===== src/sv/morse_rx_pkg.sv =====
// Shared types, constants and the pattern decode table for the Morse receiver.
package morse_rx_pkg;

    localparam int THR_W      = 12;
    localparam int TICK_W     = 16;
    localparam int CHAR_W     = 7;
    localparam int PAT_MAX    = 8;
    localparam int CNT_W      = 4;
    localparam int ADDR_W     = 5;
    localparam int DATA_W     = 32;
    localparam int QUEUE_DEPTH = 4;
    localparam int QPTR_W     = 2;
    localparam int QCNT_W     = 3;

    localparam logic [THR_W-1:0]  RST_LEVEL_THRESHOLD  = 12'd500;
    localparam logic [TICK_W-1:0] RST_DOT_MIN_TICKS    = 16'd1;
    localparam logic [TICK_W-1:0] RST_DASH_MIN_TICKS   = 16'd3;
    localparam logic [TICK_W-1:0] RST_LETTER_GAP_TICKS = 16'd3;
    localparam logic [TICK_W-1:0] RST_WORD_GAP_TICKS   = 16'd7;
    localparam logic [TICK_W-1:0] RST_END_GAP_TICKS    = 16'd21;

    localparam logic [CHAR_W-1:0] CHAR_NONE    = 7'd0;
    localparam logic [CHAR_W-1:0] CHAR_BLANK   = 7'd32;
    localparam logic [CHAR_W-1:0] CHAR_NEWLINE = 7'd10;

    typedef enum logic [1:0] {
        MODE_WAITING,
        MODE_MARK,
        MODE_SPACE
    } mode_t;

    typedef enum logic [1:0] {
        SEP_NONE,
        SEP_BLANK,
        SEP_NEWLINE
    } sep_t;

    typedef enum logic [2:0] {
        REG_LEVEL_THRESHOLD,
        REG_DOT_MIN_TICKS,
        REG_DASH_MIN_TICKS,
        REG_LETTER_GAP_TICKS,
        REG_WORD_GAP_TICKS,
        REG_END_GAP_TICKS
    } reg_idx_t;

    typedef struct packed {
        logic [THR_W-1:0]  level_threshold;
        logic [TICK_W-1:0] dot_min_ticks;
        logic [TICK_W-1:0] dash_min_ticks;
        logic [TICK_W-1:0] letter_gap_ticks;
        logic [TICK_W-1:0] word_gap_ticks;
        logic [TICK_W-1:0] end_gap_ticks;
    } cfg_t;

    // One finished letter: its elements (bit i set for a dash) and what follows it.
    typedef struct packed {
        logic [PAT_MAX-1:0] pattern;
        logic [CNT_W-1:0]   count;
        logic               overflow;
        sep_t               sep;
    } event_t;

    function automatic logic [CHAR_W-1:0] decode_pattern(
        input logic [PAT_MAX-1:0] pattern,
        input logic [CNT_W-1:0]   count,
        input logic               overflow
    );
        logic [CHAR_W-1:0] ch;
        ch = CHAR_NONE;
        if (!overflow) begin
            case ({count, pattern})
                {4'd2, 8'b00000010}: ch = 7'h41; // A
                {4'd4, 8'b00000001}: ch = 7'h42; // B
                {4'd4, 8'b00000101}: ch = 7'h43; // C
                {4'd3, 8'b00000001}: ch = 7'h44; // D
                {4'd1, 8'b00000000}: ch = 7'h45; // E
                {4'd4, 8'b00000100}: ch = 7'h46; // F
                {4'd3, 8'b00000011}: ch = 7'h47; // G
                {4'd4, 8'b00000000}: ch = 7'h48; // H
                {4'd2, 8'b00000000}: ch = 7'h49; // I
                {4'd4, 8'b00001110}: ch = 7'h4A; // J
                {4'd3, 8'b00000101}: ch = 7'h4B; // K
                {4'd4, 8'b00000010}: ch = 7'h4C; // L
                {4'd2, 8'b00000011}: ch = 7'h4D; // M
                {4'd2, 8'b00000001}: ch = 7'h4E; // N
                {4'd3, 8'b00000111}: ch = 7'h4F; // O
                {4'd4, 8'b00000110}: ch = 7'h50; // P
                {4'd4, 8'b00001011}: ch = 7'h51; // Q
                {4'd3, 8'b00000010}: ch = 7'h52; // R
                {4'd3, 8'b00000000}: ch = 7'h53; // S
                {4'd1, 8'b00000001}: ch = 7'h54; // T
                {4'd3, 8'b00000100}: ch = 7'h55; // U
                {4'd4, 8'b00001000}: ch = 7'h56; // V
                {4'd3, 8'b00000110}: ch = 7'h57; // W
                {4'd4, 8'b00001001}: ch = 7'h58; // X
                {4'd4, 8'b00001101}: ch = 7'h59; // Y
                {4'd4, 8'b00000011}: ch = 7'h5A; // Z
                {4'd5, 8'b00011110}: ch = 7'h31; // 1
                {4'd5, 8'b00011100}: ch = 7'h32; // 2
                {4'd5, 8'b00011000}: ch = 7'h33; // 3
                {4'd5, 8'b00010000}: ch = 7'h34; // 4
                {4'd5, 8'b00000000}: ch = 7'h35; // 5
                {4'd5, 8'b00000001}: ch = 7'h36; // 6
                {4'd5, 8'b00000011}: ch = 7'h37; // 7
                {4'd5, 8'b00000111}: ch = 7'h38; // 8
                {4'd5, 8'b00001111}: ch = 7'h39; // 9
                {4'd5, 8'b00011111}: ch = 7'h30; // 0
                {4'd6, 8'b00110011}: ch = 7'h2C; // comma
                {4'd6, 8'b00101010}: ch = 7'h2E; // period
                {4'd6, 8'b00001100}: ch = 7'h3F; // question mark
                {4'd5, 8'b00001001}: ch = 7'h2F; // slash
                {4'd6, 8'b00100001}: ch = 7'h2D; // hyphen
                {4'd5, 8'b00001101}: ch = 7'h28; // open paren
                {4'd6, 8'b00101101}: ch = 7'h29; // close paren
                default:             ch = CHAR_NONE;
            endcase
        end
        return ch;
    endfunction

endpackage


===== src/sv/morse_rx_regs.sv =====
// APB-style configuration registers of the Morse receiver.
module morse_rx_regs
    import morse_rx_pkg::*;
(
    input  logic              clk,
    input  logic              rst_n,
    input  logic              psel,
    input  logic              penable,
    input  logic              pwrite,
    input  logic [ADDR_W-1:0] paddr,
    input  logic [DATA_W-1:0] pwdata,
    output logic [DATA_W-1:0] prdata,
    output logic              pready,
    output cfg_t              cfg
);

    cfg_t     cfg_reg;
    cfg_t     cfg_next;
    reg_idx_t idx;
    logic     wr_en;

    assign idx    = reg_idx_t'(paddr[ADDR_W-1:2]);
    assign wr_en  = psel && penable && pwrite;
    assign pready = 1'b1;
    assign cfg    = cfg_reg;

    always_comb
    begin
        cfg_next = cfg_reg;
        if (wr_en)
        begin
            case (idx)
                REG_LEVEL_THRESHOLD:  cfg_next.level_threshold  = pwdata[THR_W-1:0];
                REG_DOT_MIN_TICKS:    cfg_next.dot_min_ticks    = pwdata[TICK_W-1:0];
                REG_DASH_MIN_TICKS:   cfg_next.dash_min_ticks   = pwdata[TICK_W-1:0];
                REG_LETTER_GAP_TICKS: cfg_next.letter_gap_ticks = pwdata[TICK_W-1:0];
                REG_WORD_GAP_TICKS:   cfg_next.word_gap_ticks   = pwdata[TICK_W-1:0];
                REG_END_GAP_TICKS:    cfg_next.end_gap_ticks    = pwdata[TICK_W-1:0];
                default:              cfg_next = cfg_reg;
            endcase
        end
    end

    always_comb
    begin
        case (idx)
            REG_LEVEL_THRESHOLD:  prdata = DATA_W'(cfg_reg.level_threshold);
            REG_DOT_MIN_TICKS:    prdata = DATA_W'(cfg_reg.dot_min_ticks);
            REG_DASH_MIN_TICKS:   prdata = DATA_W'(cfg_reg.dash_min_ticks);
            REG_LETTER_GAP_TICKS: prdata = DATA_W'(cfg_reg.letter_gap_ticks);
            REG_WORD_GAP_TICKS:   prdata = DATA_W'(cfg_reg.word_gap_ticks);
            REG_END_GAP_TICKS:    prdata = DATA_W'(cfg_reg.end_gap_ticks);
            default:              prdata = '0;
        endcase
    end

    always_ff @(posedge clk or negedge rst_n)
    begin
        if (!rst_n)
        begin
            cfg_reg.level_threshold  <= RST_LEVEL_THRESHOLD;
            cfg_reg.dot_min_ticks    <= RST_DOT_MIN_TICKS;
            cfg_reg.dash_min_ticks   <= RST_DASH_MIN_TICKS;
            cfg_reg.letter_gap_ticks <= RST_LETTER_GAP_TICKS;
            cfg_reg.word_gap_ticks   <= RST_WORD_GAP_TICKS;
            cfg_reg.end_gap_ticks    <= RST_END_GAP_TICKS;
        end
        else
        begin
            cfg_reg <= cfg_next;
        end
    end

endmodule


===== src/sv/morse_rx_front.sv =====
// Sample classifier: mark/space state machine, tick counter and element pattern.
module morse_rx_front
    import morse_rx_pkg::*;
#(
    parameter int MAX_ELEMENTS = 6,
    parameter int SAMPLE_BITS  = 12
)
(
    input  logic                   clk,
    input  logic                   rst_n,
    input  cfg_t                   cfg,
    input  logic [SAMPLE_BITS-1:0] sample,
    input  logic                   push,
    output logic                   full,
    output event_t                 ev,
    output logic                   ev_push,
    input  logic                   q_full
);

    localparam int CW    = $clog2(MAX_ELEMENTS + 1);
    localparam int CMP_W = (SAMPLE_BITS > THR_W) ? SAMPLE_BITS : THR_W;

    mode_t                   mode_reg, mode_next;
    logic [TICK_W-1:0]       tick_reg, tick_next;
    logic [MAX_ELEMENTS-1:0] pat_reg, pat_next;
    logic [CW-1:0]           cnt_reg, cnt_next;
    logic                    ovf_reg, ovf_next;

    logic                    accept;
    logic [CMP_W-1:0]        s_ext;
    logic [CMP_W-1:0]        thr_ext;
    logic                    above;
    logic                    below;
    logic [TICK_W-1:0]       tick_inc;
    sep_t                    sep;
    logic                    emit;

    assign accept   = push && !q_full;
    assign full     = q_full;
    assign s_ext    = CMP_W'(sample);
    assign thr_ext  = CMP_W'(cfg.level_threshold);
    assign above    = s_ext > thr_ext;
    assign below    = s_ext < thr_ext;
    assign tick_inc = (tick_reg == '1) ? tick_reg : tick_reg + 1'b1;

    assign ev.pattern  = PAT_MAX'(pat_reg);
    assign ev.count    = CNT_W'(cnt_reg);
    assign ev.overflow = ovf_reg;
    assign ev.sep      = sep;
    assign ev_push     = accept && emit;

    always_comb
    begin
        mode_next = mode_reg;
        tick_next = tick_reg;
        pat_next  = pat_reg;
        cnt_next  = cnt_reg;
        ovf_next  = ovf_reg;
        sep       = SEP_NONE;
        emit      = 1'b0;
        case (mode_reg)
            MODE_MARK:
            begin
                if (below)
                begin
                    if (tick_reg >= cfg.dot_min_ticks || tick_reg >= cfg.dash_min_ticks)
                    begin
                        if (cnt_reg >= CW'(MAX_ELEMENTS))
                        begin
                            ovf_next = 1'b1;
                        end
                        else
                        begin
                            for (int i = 0; i < MAX_ELEMENTS; i++)
                            begin
                                if (cnt_reg == CW'(i) && tick_reg >= cfg.dash_min_ticks)
                                begin
                                    pat_next[i] = 1'b1;
                                end
                            end
                            cnt_next = cnt_reg + 1'b1;
                        end
                    end
                    mode_next = MODE_SPACE;
                    tick_next = '0;
                end
                else
                begin
                    tick_next = tick_inc;
                end
            end
            MODE_SPACE:
            begin
                // end gap wins before the sample is looked at
                if (tick_reg >= cfg.end_gap_ticks)
                begin
                    emit      = 1'b1;
                    sep       = SEP_NEWLINE;
                    mode_next = MODE_WAITING;
                    tick_next = '0;
                end
                else if (above)
                begin
                    if (tick_reg >= cfg.word_gap_ticks)
                    begin
                        emit      = 1'b1;
                        sep       = SEP_BLANK;
                        mode_next = MODE_MARK;
                    end
                    else if (tick_reg >= cfg.letter_gap_ticks)
                    begin
                        emit      = 1'b1;
                        sep       = SEP_NONE;
                        mode_next = MODE_MARK;
                    end
                    else if (tick_reg >= cfg.dot_min_ticks)
                    begin
                        mode_next = MODE_MARK;
                    end
                    tick_next = '0;
                end
                else
                begin
                    tick_next = tick_inc;
                end
                if (emit)
                begin
                    pat_next = '0;
                    cnt_next = '0;
                    ovf_next = 1'b0;
                end
            end
            default:
            begin
                // waiting, and the unused mode code
                mode_next = MODE_WAITING;
                if (above)
                begin
                    mode_next = MODE_MARK;
                    tick_next = '0;
                end
            end
        endcase
    end

    always_ff @(posedge clk or negedge rst_n)
    begin
        if (!rst_n)
        begin
            mode_reg <= MODE_WAITING;
            tick_reg <= '0;
            pat_reg  <= '0;
            cnt_reg  <= '0;
            ovf_reg  <= 1'b0;
        end
        else if (accept)
        begin
            mode_reg <= mode_next;
            tick_reg <= tick_next;
            pat_reg  <= pat_next;
            cnt_reg  <= cnt_next;
            ovf_reg  <= ovf_next;
        end
    end

endmodule


===== src/sv/morse_rx_queue.sv =====
// Short event queue between the classifier and the character emitter.
module morse_rx_queue
    import morse_rx_pkg::*;
(
    input  logic   clk,
    input  logic   rst_n,
    input  event_t wr_data,
    input  logic   wr_en,
    output logic   full,
    output event_t rd_data,
    output logic   empty,
    input  logic   rd_en
);

    event_t              mem [QUEUE_DEPTH];
    logic [QPTR_W-1:0]   wr_ptr_reg, wr_ptr_next;
    logic [QPTR_W-1:0]   rd_ptr_reg, rd_ptr_next;
    logic [QCNT_W-1:0]   cnt_reg, cnt_next;
    logic                do_wr;
    logic                do_rd;

    assign full    = cnt_reg == QCNT_W'(QUEUE_DEPTH);
    assign empty   = cnt_reg == '0;
    assign rd_data = mem[rd_ptr_reg];
    assign do_wr   = wr_en && !full;
    assign do_rd   = rd_en && !empty;

    always_comb
    begin
        wr_ptr_next = do_wr ? wr_ptr_reg + 1'b1 : wr_ptr_reg;
        rd_ptr_next = do_rd ? rd_ptr_reg + 1'b1 : rd_ptr_reg;
        cnt_next    = cnt_reg;
        if (do_wr && !do_rd)
        begin
            cnt_next = cnt_reg + 1'b1;
        end
        else if (do_rd && !do_wr)
        begin
            cnt_next = cnt_reg - 1'b1;
        end
    end

    always_ff @(posedge clk)
    begin
        if (do_wr)
        begin
            mem[wr_ptr_reg] <= wr_data;
        end
    end

    always_ff @(posedge clk or negedge rst_n)
    begin
        if (!rst_n)
        begin
            wr_ptr_reg <= '0;
            rd_ptr_reg <= '0;
            cnt_reg    <= '0;
        end
        else
        begin
            wr_ptr_reg <= wr_ptr_next;
            rd_ptr_reg <= rd_ptr_next;
            cnt_reg    <= cnt_next;
        end
    end

endmodule


===== src/sv/morse_rx_back.sv =====
// Character emitter: decodes queued letters and delivers characters and separators.
module morse_rx_back
    import morse_rx_pkg::*;
(
    input  logic              clk,
    input  logic              rst_n,
    input  event_t            ev,
    input  logic              q_empty,
    output logic              q_pop,
    output logic [CHAR_W-1:0] character,
    output logic              last,
    output logic              empty,
    input  logic              pop
);

    logic              valid_reg, valid_next;
    sep_t              sep_reg, sep_next;
    logic [CHAR_W-1:0] char_reg, char_next;
    logic              last_reg, last_next;
    logic              load_ok;

    assign load_ok   = !valid_reg || pop;
    assign character = char_reg;
    assign last      = last_reg;
    assign empty     = !valid_reg;

    always_comb
    begin
        valid_next = valid_reg;
        sep_next   = sep_reg;
        char_next  = char_reg;
        last_next  = last_reg;
        q_pop      = 1'b0;
        if (load_ok)
        begin
            valid_next = 1'b0;
            if (sep_reg != SEP_NONE)
            begin
                // separator follows its letter as the final transfer
                valid_next = 1'b1;
                char_next  = (sep_reg == SEP_NEWLINE) ? CHAR_NEWLINE : CHAR_BLANK;
                last_next  = 1'b1;
                sep_next   = SEP_NONE;
            end
            else if (!q_empty)
            begin
                q_pop      = 1'b1;
                valid_next = 1'b1;
                char_next  = decode_pattern(ev.pattern, ev.count, ev.overflow);
                last_next  = ev.sep == SEP_NONE;
                sep_next   = ev.sep;
            end
        end
    end

    always_ff @(posedge clk)
    begin
        char_reg <= char_next;
        last_reg <= last_next;
    end

    always_ff @(posedge clk or negedge rst_n)
    begin
        if (!rst_n)
        begin
            valid_reg <= 1'b0;
            sep_reg   <= SEP_NONE;
        end
        else
        begin
            valid_reg <= valid_next;
            sep_reg   <= sep_next;
        end
    end

endmodule


===== src/sv/morse_code_receiver_core.sv =====
// Top level of the Morse code receiver: registers, classifier, queue and emitter.
//
//   port group            direction  transfer when
//   sample / push, full   in         push && !full
//   character, last /     out        pop && !empty
//     empty, pop
//   psel .. prdata, pready cfg       psel && penable && pwrite (pready tied high)
//
// One sample is taken every cycle while full is low; the classifier updates its state in the same cycle.
// A finished letter passes through the event queue and the emitter's output register to
// the result ports; a letter with a blank or newline gives two results, the letter first.
// A four-entry event queue parts the two sides; full rises only when it fills
// because results are not being popped. Reset clears control state and loads register defaults.
module morse_code_receiver_core
    import morse_rx_pkg::*;
#(
    parameter int MAX_ELEMENTS = 6,
    parameter int SAMPLE_BITS  = 12
)
(
    input  logic                   clk,
    input  logic                   rst_n,
    input  logic [SAMPLE_BITS-1:0] sample,
    input  logic                   push,
    output logic                   full,
    output logic [CHAR_W-1:0]      character,
    output logic                   last,
    output logic                   empty,
    input  logic                   pop,
    input  logic                   psel,
    input  logic                   penable,
    input  logic                   pwrite,
    input  logic [ADDR_W-1:0]      paddr,
    input  logic [DATA_W-1:0]      pwdata,
    output logic [DATA_W-1:0]      prdata,
    output logic                   pready
);

    cfg_t   cfg;
    event_t fe_ev;
    logic   fe_push;
    event_t q_ev;
    logic   q_full;
    logic   q_empty;
    logic   q_pop;

    morse_rx_regs u_regs (
        .clk     (clk),
        .rst_n   (rst_n),
        .psel    (psel),
        .penable (penable),
        .pwrite  (pwrite),
        .paddr   (paddr),
        .pwdata  (pwdata),
        .prdata  (prdata),
        .pready  (pready),
        .cfg     (cfg)
    );

    morse_rx_front #(
        .MAX_ELEMENTS (MAX_ELEMENTS),
        .SAMPLE_BITS  (SAMPLE_BITS)
    ) u_front (
        .clk     (clk),
        .rst_n   (rst_n),
        .cfg     (cfg),
        .sample  (sample),
        .push    (push),
        .full    (full),
        .ev      (fe_ev),
        .ev_push (fe_push),
        .q_full  (q_full)
    );

    morse_rx_queue u_queue (
        .clk     (clk),
        .rst_n   (rst_n),
        .wr_data (fe_ev),
        .wr_en   (fe_push),
        .full    (q_full),
        .rd_data (q_ev),
        .empty   (q_empty),
        .rd_en   (q_pop)
    );

    morse_rx_back u_back (
        .clk       (clk),
        .rst_n     (rst_n),
        .ev        (q_ev),
        .q_empty   (q_empty),
        .q_pop     (q_pop),
        .character (character),
        .last      (last),
        .empty     (empty),
        .pop       (pop)
    );

endmodule

===== config.mk =====
export PLATFORM = sky130hd
export DESIGN_NAME = morse_code_receiver_core
export DESIGN_NICKNAME = d
export VERILOG_FILES = /design/src/sv/morse_rx_pkg.sv /design/src/sv/morse_rx_regs.sv /design/src/sv/morse_rx_front.sv /design/src/sv/morse_rx_queue.sv /design/src/sv/morse_rx_back.sv /design/src/sv/morse_code_receiver_core.sv
export SDC_FILE = /design/constraint.sdc
export NUM_CORES = 1
export LEC_CHECK = 0
export ABC_AREA = 1
export BUFFER_PORTS_ARGS = -buffer_cell sky130_fd_sc_hd__buf_2
export CAP_MARGIN = 5
export CORE_UTILIZATION = 50
export CTS_BUF_LIST = sky130_fd_sc_hd__clkbuf_4 sky130_fd_sc_hd__clkbuf_8 sky130_fd_sc_hd__clkbuf_16
export DETAILED_ROUTE_END_ITERATION = 6
export PLACE_DENSITY = 0.67
export SETUP_SLACK_MARGIN = 0.02
export SYNTH_ARGS = -nofsm -noshare
export SYNTH_HDL_FRONTEND = slang
export SYNTH_SLANG_ARGS = --single-unit

===== constraint.sdc =====
create_clock -name clk -period 3.7 [get_ports clk]
set_input_delay 0.74 -clock clk [delete_from_list [all_inputs] [get_ports clk]]
set_output_delay 0.74 -clock clk [all_outputs]
set_load 0.02 [all_outputs]

==> results.cfg <==
[clock_network]
cts_resized = 0
cts.root.buffer_cell = sky130_fd_sc_hd__clkbuf_16
tritoncts = done
hold_buffers_post_cts = 0
postCtsSetupBuffers = 0
clock_sink_count = 186
cts.htree.levels = 4
clock_path_buffers = 2
worstSkewPairLatency_ns = 0.44
clkSlewWorstSetupHoldPaths_ns = 0.07
numCtsBuffers = 17

[critical_path]
setup.worst_path.start = u_front.tick_reg[3]
worst_ep_required_time_ns = 4.02
path_cells = ha_1, nand2_1, nor3_1, nand2_1, nand3_1, inv_1, nand2_1, nand2_1, inv_1, ha_1, inv_1, fa_1, a21oi_1, o21ai_0, xor2_1
timing.critical_path.slowest_stage_cell = sky130_fd_sc_hd__dfrtp_1
cp-start-kind = register
worstPathArrival_ns = 3.54
critical_path.max_fanout = 10
critical-path-max-stage-delay_ns = 0.54
worst-path-buf-inv = 3
crit_path_frequent_cell = sky130_fd_sc_hd__nand2_1
worstSetupPathType = register to register
crit_family = simple AND/OR/NAND/NOR gates
launch_instance_of_the_worst_register_to_register_path = u_front.tick_reg[3]
crit_path_end_kind = register

[run_status]
outcome = finished, final reports clean

[finish]
largest_reg_flops = 92
final_layout_size_suffix_gt1_frac = 0.122
num-nets-final = 1666
count_of_antenna_diodes_in_the_layout = 0
synth_to_layout_area_growth_pct = 10.4
utilization = 0.565

[flow_run]
cap_violations = 0

[timing]
report.final.hold_viol_count = 0
maxSlewViolCount = 0
final.min_clock_period_ns = 3.22
worst-slew-pin-transition_ns = 1.24
min_period_over_period = 0.871
worst_setup_skew_after_layout_ns = 0.0103
setup_tns_ns = 0
remaining_max_slew_budget_at_the_tightest_pin = 0.171
max_freq_mhz = 310
timing.final.setup_violations = 0
whs_ns = 0.253
worst_slack_ns = 0.479
rsz_0062_raised_after_global_routing = no

[detailed_routing]
drt-vias-per-instance = 5.45
final_routed_wirelength_um = 29500
drtPass1Iterations = 5
vias = 9814
initialDrtViolationCount = 738
route.antenna.remaining_nets = 0
drc = 0
avgRoutedWirePerCell_um = 16.4

[synth]
ys_async_sr_fraction = 0.699
synth_enable_flop_cells = 56
synth_area_sq_um = 11600
synth_cell_type_count = 50
synthDominantCellAreaShare = 0.243
synth_area_leaders = sky130_fd_sc_hd__dfrtp_1 (24%), sky130_fd_sc_hd__edfxtp_1 (14%), sky130_fd_sc_hd__nand2_1 (12%), sky130_fd_sc_hd__ha_1 (11%), sky130_fd_sc_hd__inv_1 (6.2%)
synthesis_stage_register_bit_count = 186
seq_area_frac_synth = 0.427
syn-instance-count = 1433
synth_top_flop_cell = sky130_fd_sc_hd__dfrtp_1
yosys.area.top_type = sky130_fd_sc_hd__dfrtp_1
synth_area_per_cell_sq_um = 8.11
synthesis.yosys.warnings = 0

[grt]
grt-ovfl-total = 0
gr-usage-all-layers = 0.261
grt_antenna_before_repair = 0
grt_pass1_wl_um = 48700
first_global_vias = 9357
grt_max_degree = 55

[floorplanning]
die_width_um = 154
core_sq_um = 22700
ios = 99
fp-row-count = 55
design.die.area_sq_um = 23800
initial_utilization = 0.512
fp.dieH_um = 154

[placement]
pre_cts_ws_ns = 0.178
place.detailed.hpwl_um = 22100
finalWeightedCongestion = 0.922
io_buffers = 63

[power]
powerDensity_nw_per_um2 = 587
fin_total_pwr_mw = 7.53
total_leakage_power_nw = 6.30
vdd_ir_drop_max_mv = 0.304

[min_path]
worst_hold_path_type = primary input to asynchronous set/reset pin
[placed cells by master, fill, tap and decap left out, types with 13 or more instances in the layout]
cell type | synthesis | layout
sky130_fd_sc_hd__nand2_1 | 361 | 361
sky130_fd_sc_hd__inv_1 | 193 | 193
sky130_fd_sc_hd__o21ai_0 | 130 | 130
sky130_fd_sc_hd__dfrtp_1 | 113 | 113
sky130_fd_sc_hd__ha_1 | 105 | 105
sky130_fd_sc_hd__nor2_1 | 89 | 88
sky130_fd_sc_hd__nand3_1 | 84 | 84
sky130_fd_sc_hd__buf_2 | 7 | 62
sky130_fd_sc_hd__a21oi_1 | 56 | 56
sky130_fd_sc_hd__edfxtp_1 | 56 | 56
sky130_fd_sc_hd__o22ai_1 | 27 | 27
sky130_fd_sc_hd__buf_4 | 18 | 25
sky130_fd_sc_hd__nor3_1 | 19 | 19
sky130_fd_sc_hd__nand4_1 | 19 | 19
sky130_fd_sc_hd__conb_1 | 2 | 17
sky130_fd_sc_hd__clkbuf_16 | 0 | 17
sky130_fd_sc_hd__dfstp_2 | 17 | 17
sky130_fd_sc_hd__nand2_2 | 13 | 13
[cells by family after synthesis]
family,after synthesis,share of synthesized area
xor+xnor,10,0.00754
mux,1,0.000969
other cells,2,0.000647
buf+inv,256,0.0928
simple gates,616,0.231
fa+ha+maj,106,0.115
flops,186,0.427
compound gates,256,0.126
[metal layers]
layer  up-vias  track usage  share of wire
li1       4880            -              -
met5         -            0              0
met4         0       0.0995          0.031
met3        80       0.0446          0.051
met1      4576        0.361           0.46
met2       278        0.412           0.46
[synth_stat cells (2+ instances only)]
master,number
sky130_fd_sc_hd__a211oi_1,2
sky130_fd_sc_hd__a21o_1,2
sky130_fd_sc_hd__a21oi_1,56
sky130_fd_sc_hd__a221oi_1,11
sky130_fd_sc_hd__a22oi_1,3
sky130_fd_sc_hd__a32o_1,3
sky130_fd_sc_hd__buf_1,2
sky130_fd_sc_hd__buf_2,7
sky130_fd_sc_hd__buf_4,18
sky130_fd_sc_hd__buf_6,3
sky130_fd_sc_hd__clkbuf_1,21
sky130_fd_sc_hd__conb_1,2
sky130_fd_sc_hd__dfrtp_1,113
sky130_fd_sc_hd__dfstp_2,17
sky130_fd_sc_hd__edfxtp_1,56
sky130_fd_sc_hd__ha_1,105
sky130_fd_sc_hd__inv_1,193
sky130_fd_sc_hd__inv_2,9
sky130_fd_sc_hd__nand2_1,361
sky130_fd_sc_hd__nand2_2,13
sky130_fd_sc_hd__nand2_4,2
sky130_fd_sc_hd__nand3_1,84
sky130_fd_sc_hd__nand3b_1,3
sky130_fd_sc_hd__nand4_1,19
sky130_fd_sc_hd__nor2_1,89
sky130_fd_sc_hd__nor2_2,7
sky130_fd_sc_hd__nor2_4,6
sky130_fd_sc_hd__nor3_1,19
sky130_fd_sc_hd__nor3_2,5
sky130_fd_sc_hd__nor4_1,2
sky130_fd_sc_hd__o211ai_1,3
sky130_fd_sc_hd__o21a_1,4
sky130_fd_sc_hd__o21ai_0,130
sky130_fd_sc_hd__o21bai_1,2
sky130_fd_sc_hd__o221ai_1,12
sky130_fd_sc_hd__o22ai_1,27
sky130_fd_sc_hd__xor2_1,9
[per-stage QoR]
| step | cell area [sq um] | std cells |
|---|---|---|
| after CTS | 12800 | 1802 |
| after global placement | 12300 | 1770 |
| final | 12800 | 1802 |
| after floorplan | 11700 | 1448 |
| after global routing | 12800 | 1802 |
| after detailed placement | 12300 | 1770 |
[final cells by class]
type	instances	area, sq um
clock buffer	17	425
timing repair buffer	89	529
tap	285	357
clock inverter	15	143
sequential	186	4960
multi-input combinational	1006	5640
fill	2076	9890
inverter	204	773
[report_power, final]
part           internal (mW)  switching [mW]
sequential              2.58           0.295
clock                  0.886           0.873
combinational          0.902            1.99
total                   4.37            3.16
[worst paths after layout]
check / endpoint / slack [ns] / depth (start not counted)
max: u_queue.cnt_reg[2] / 0.48 / 15
min reg2reg: u_regs.cfg[79] / 0.49 / 2
min: u_regs.cfg[90] / 0.25 / 1
max reg2reg: u_queue.cnt_reg[2] / 0.48 / 15
max in group asynchronous: u_regs.cfg[0] / 2.61 / 2
min in group clk: u_regs.cfg[79] / 0.49 / 2
Note: power is estimated with default switching activity, not from simulation.
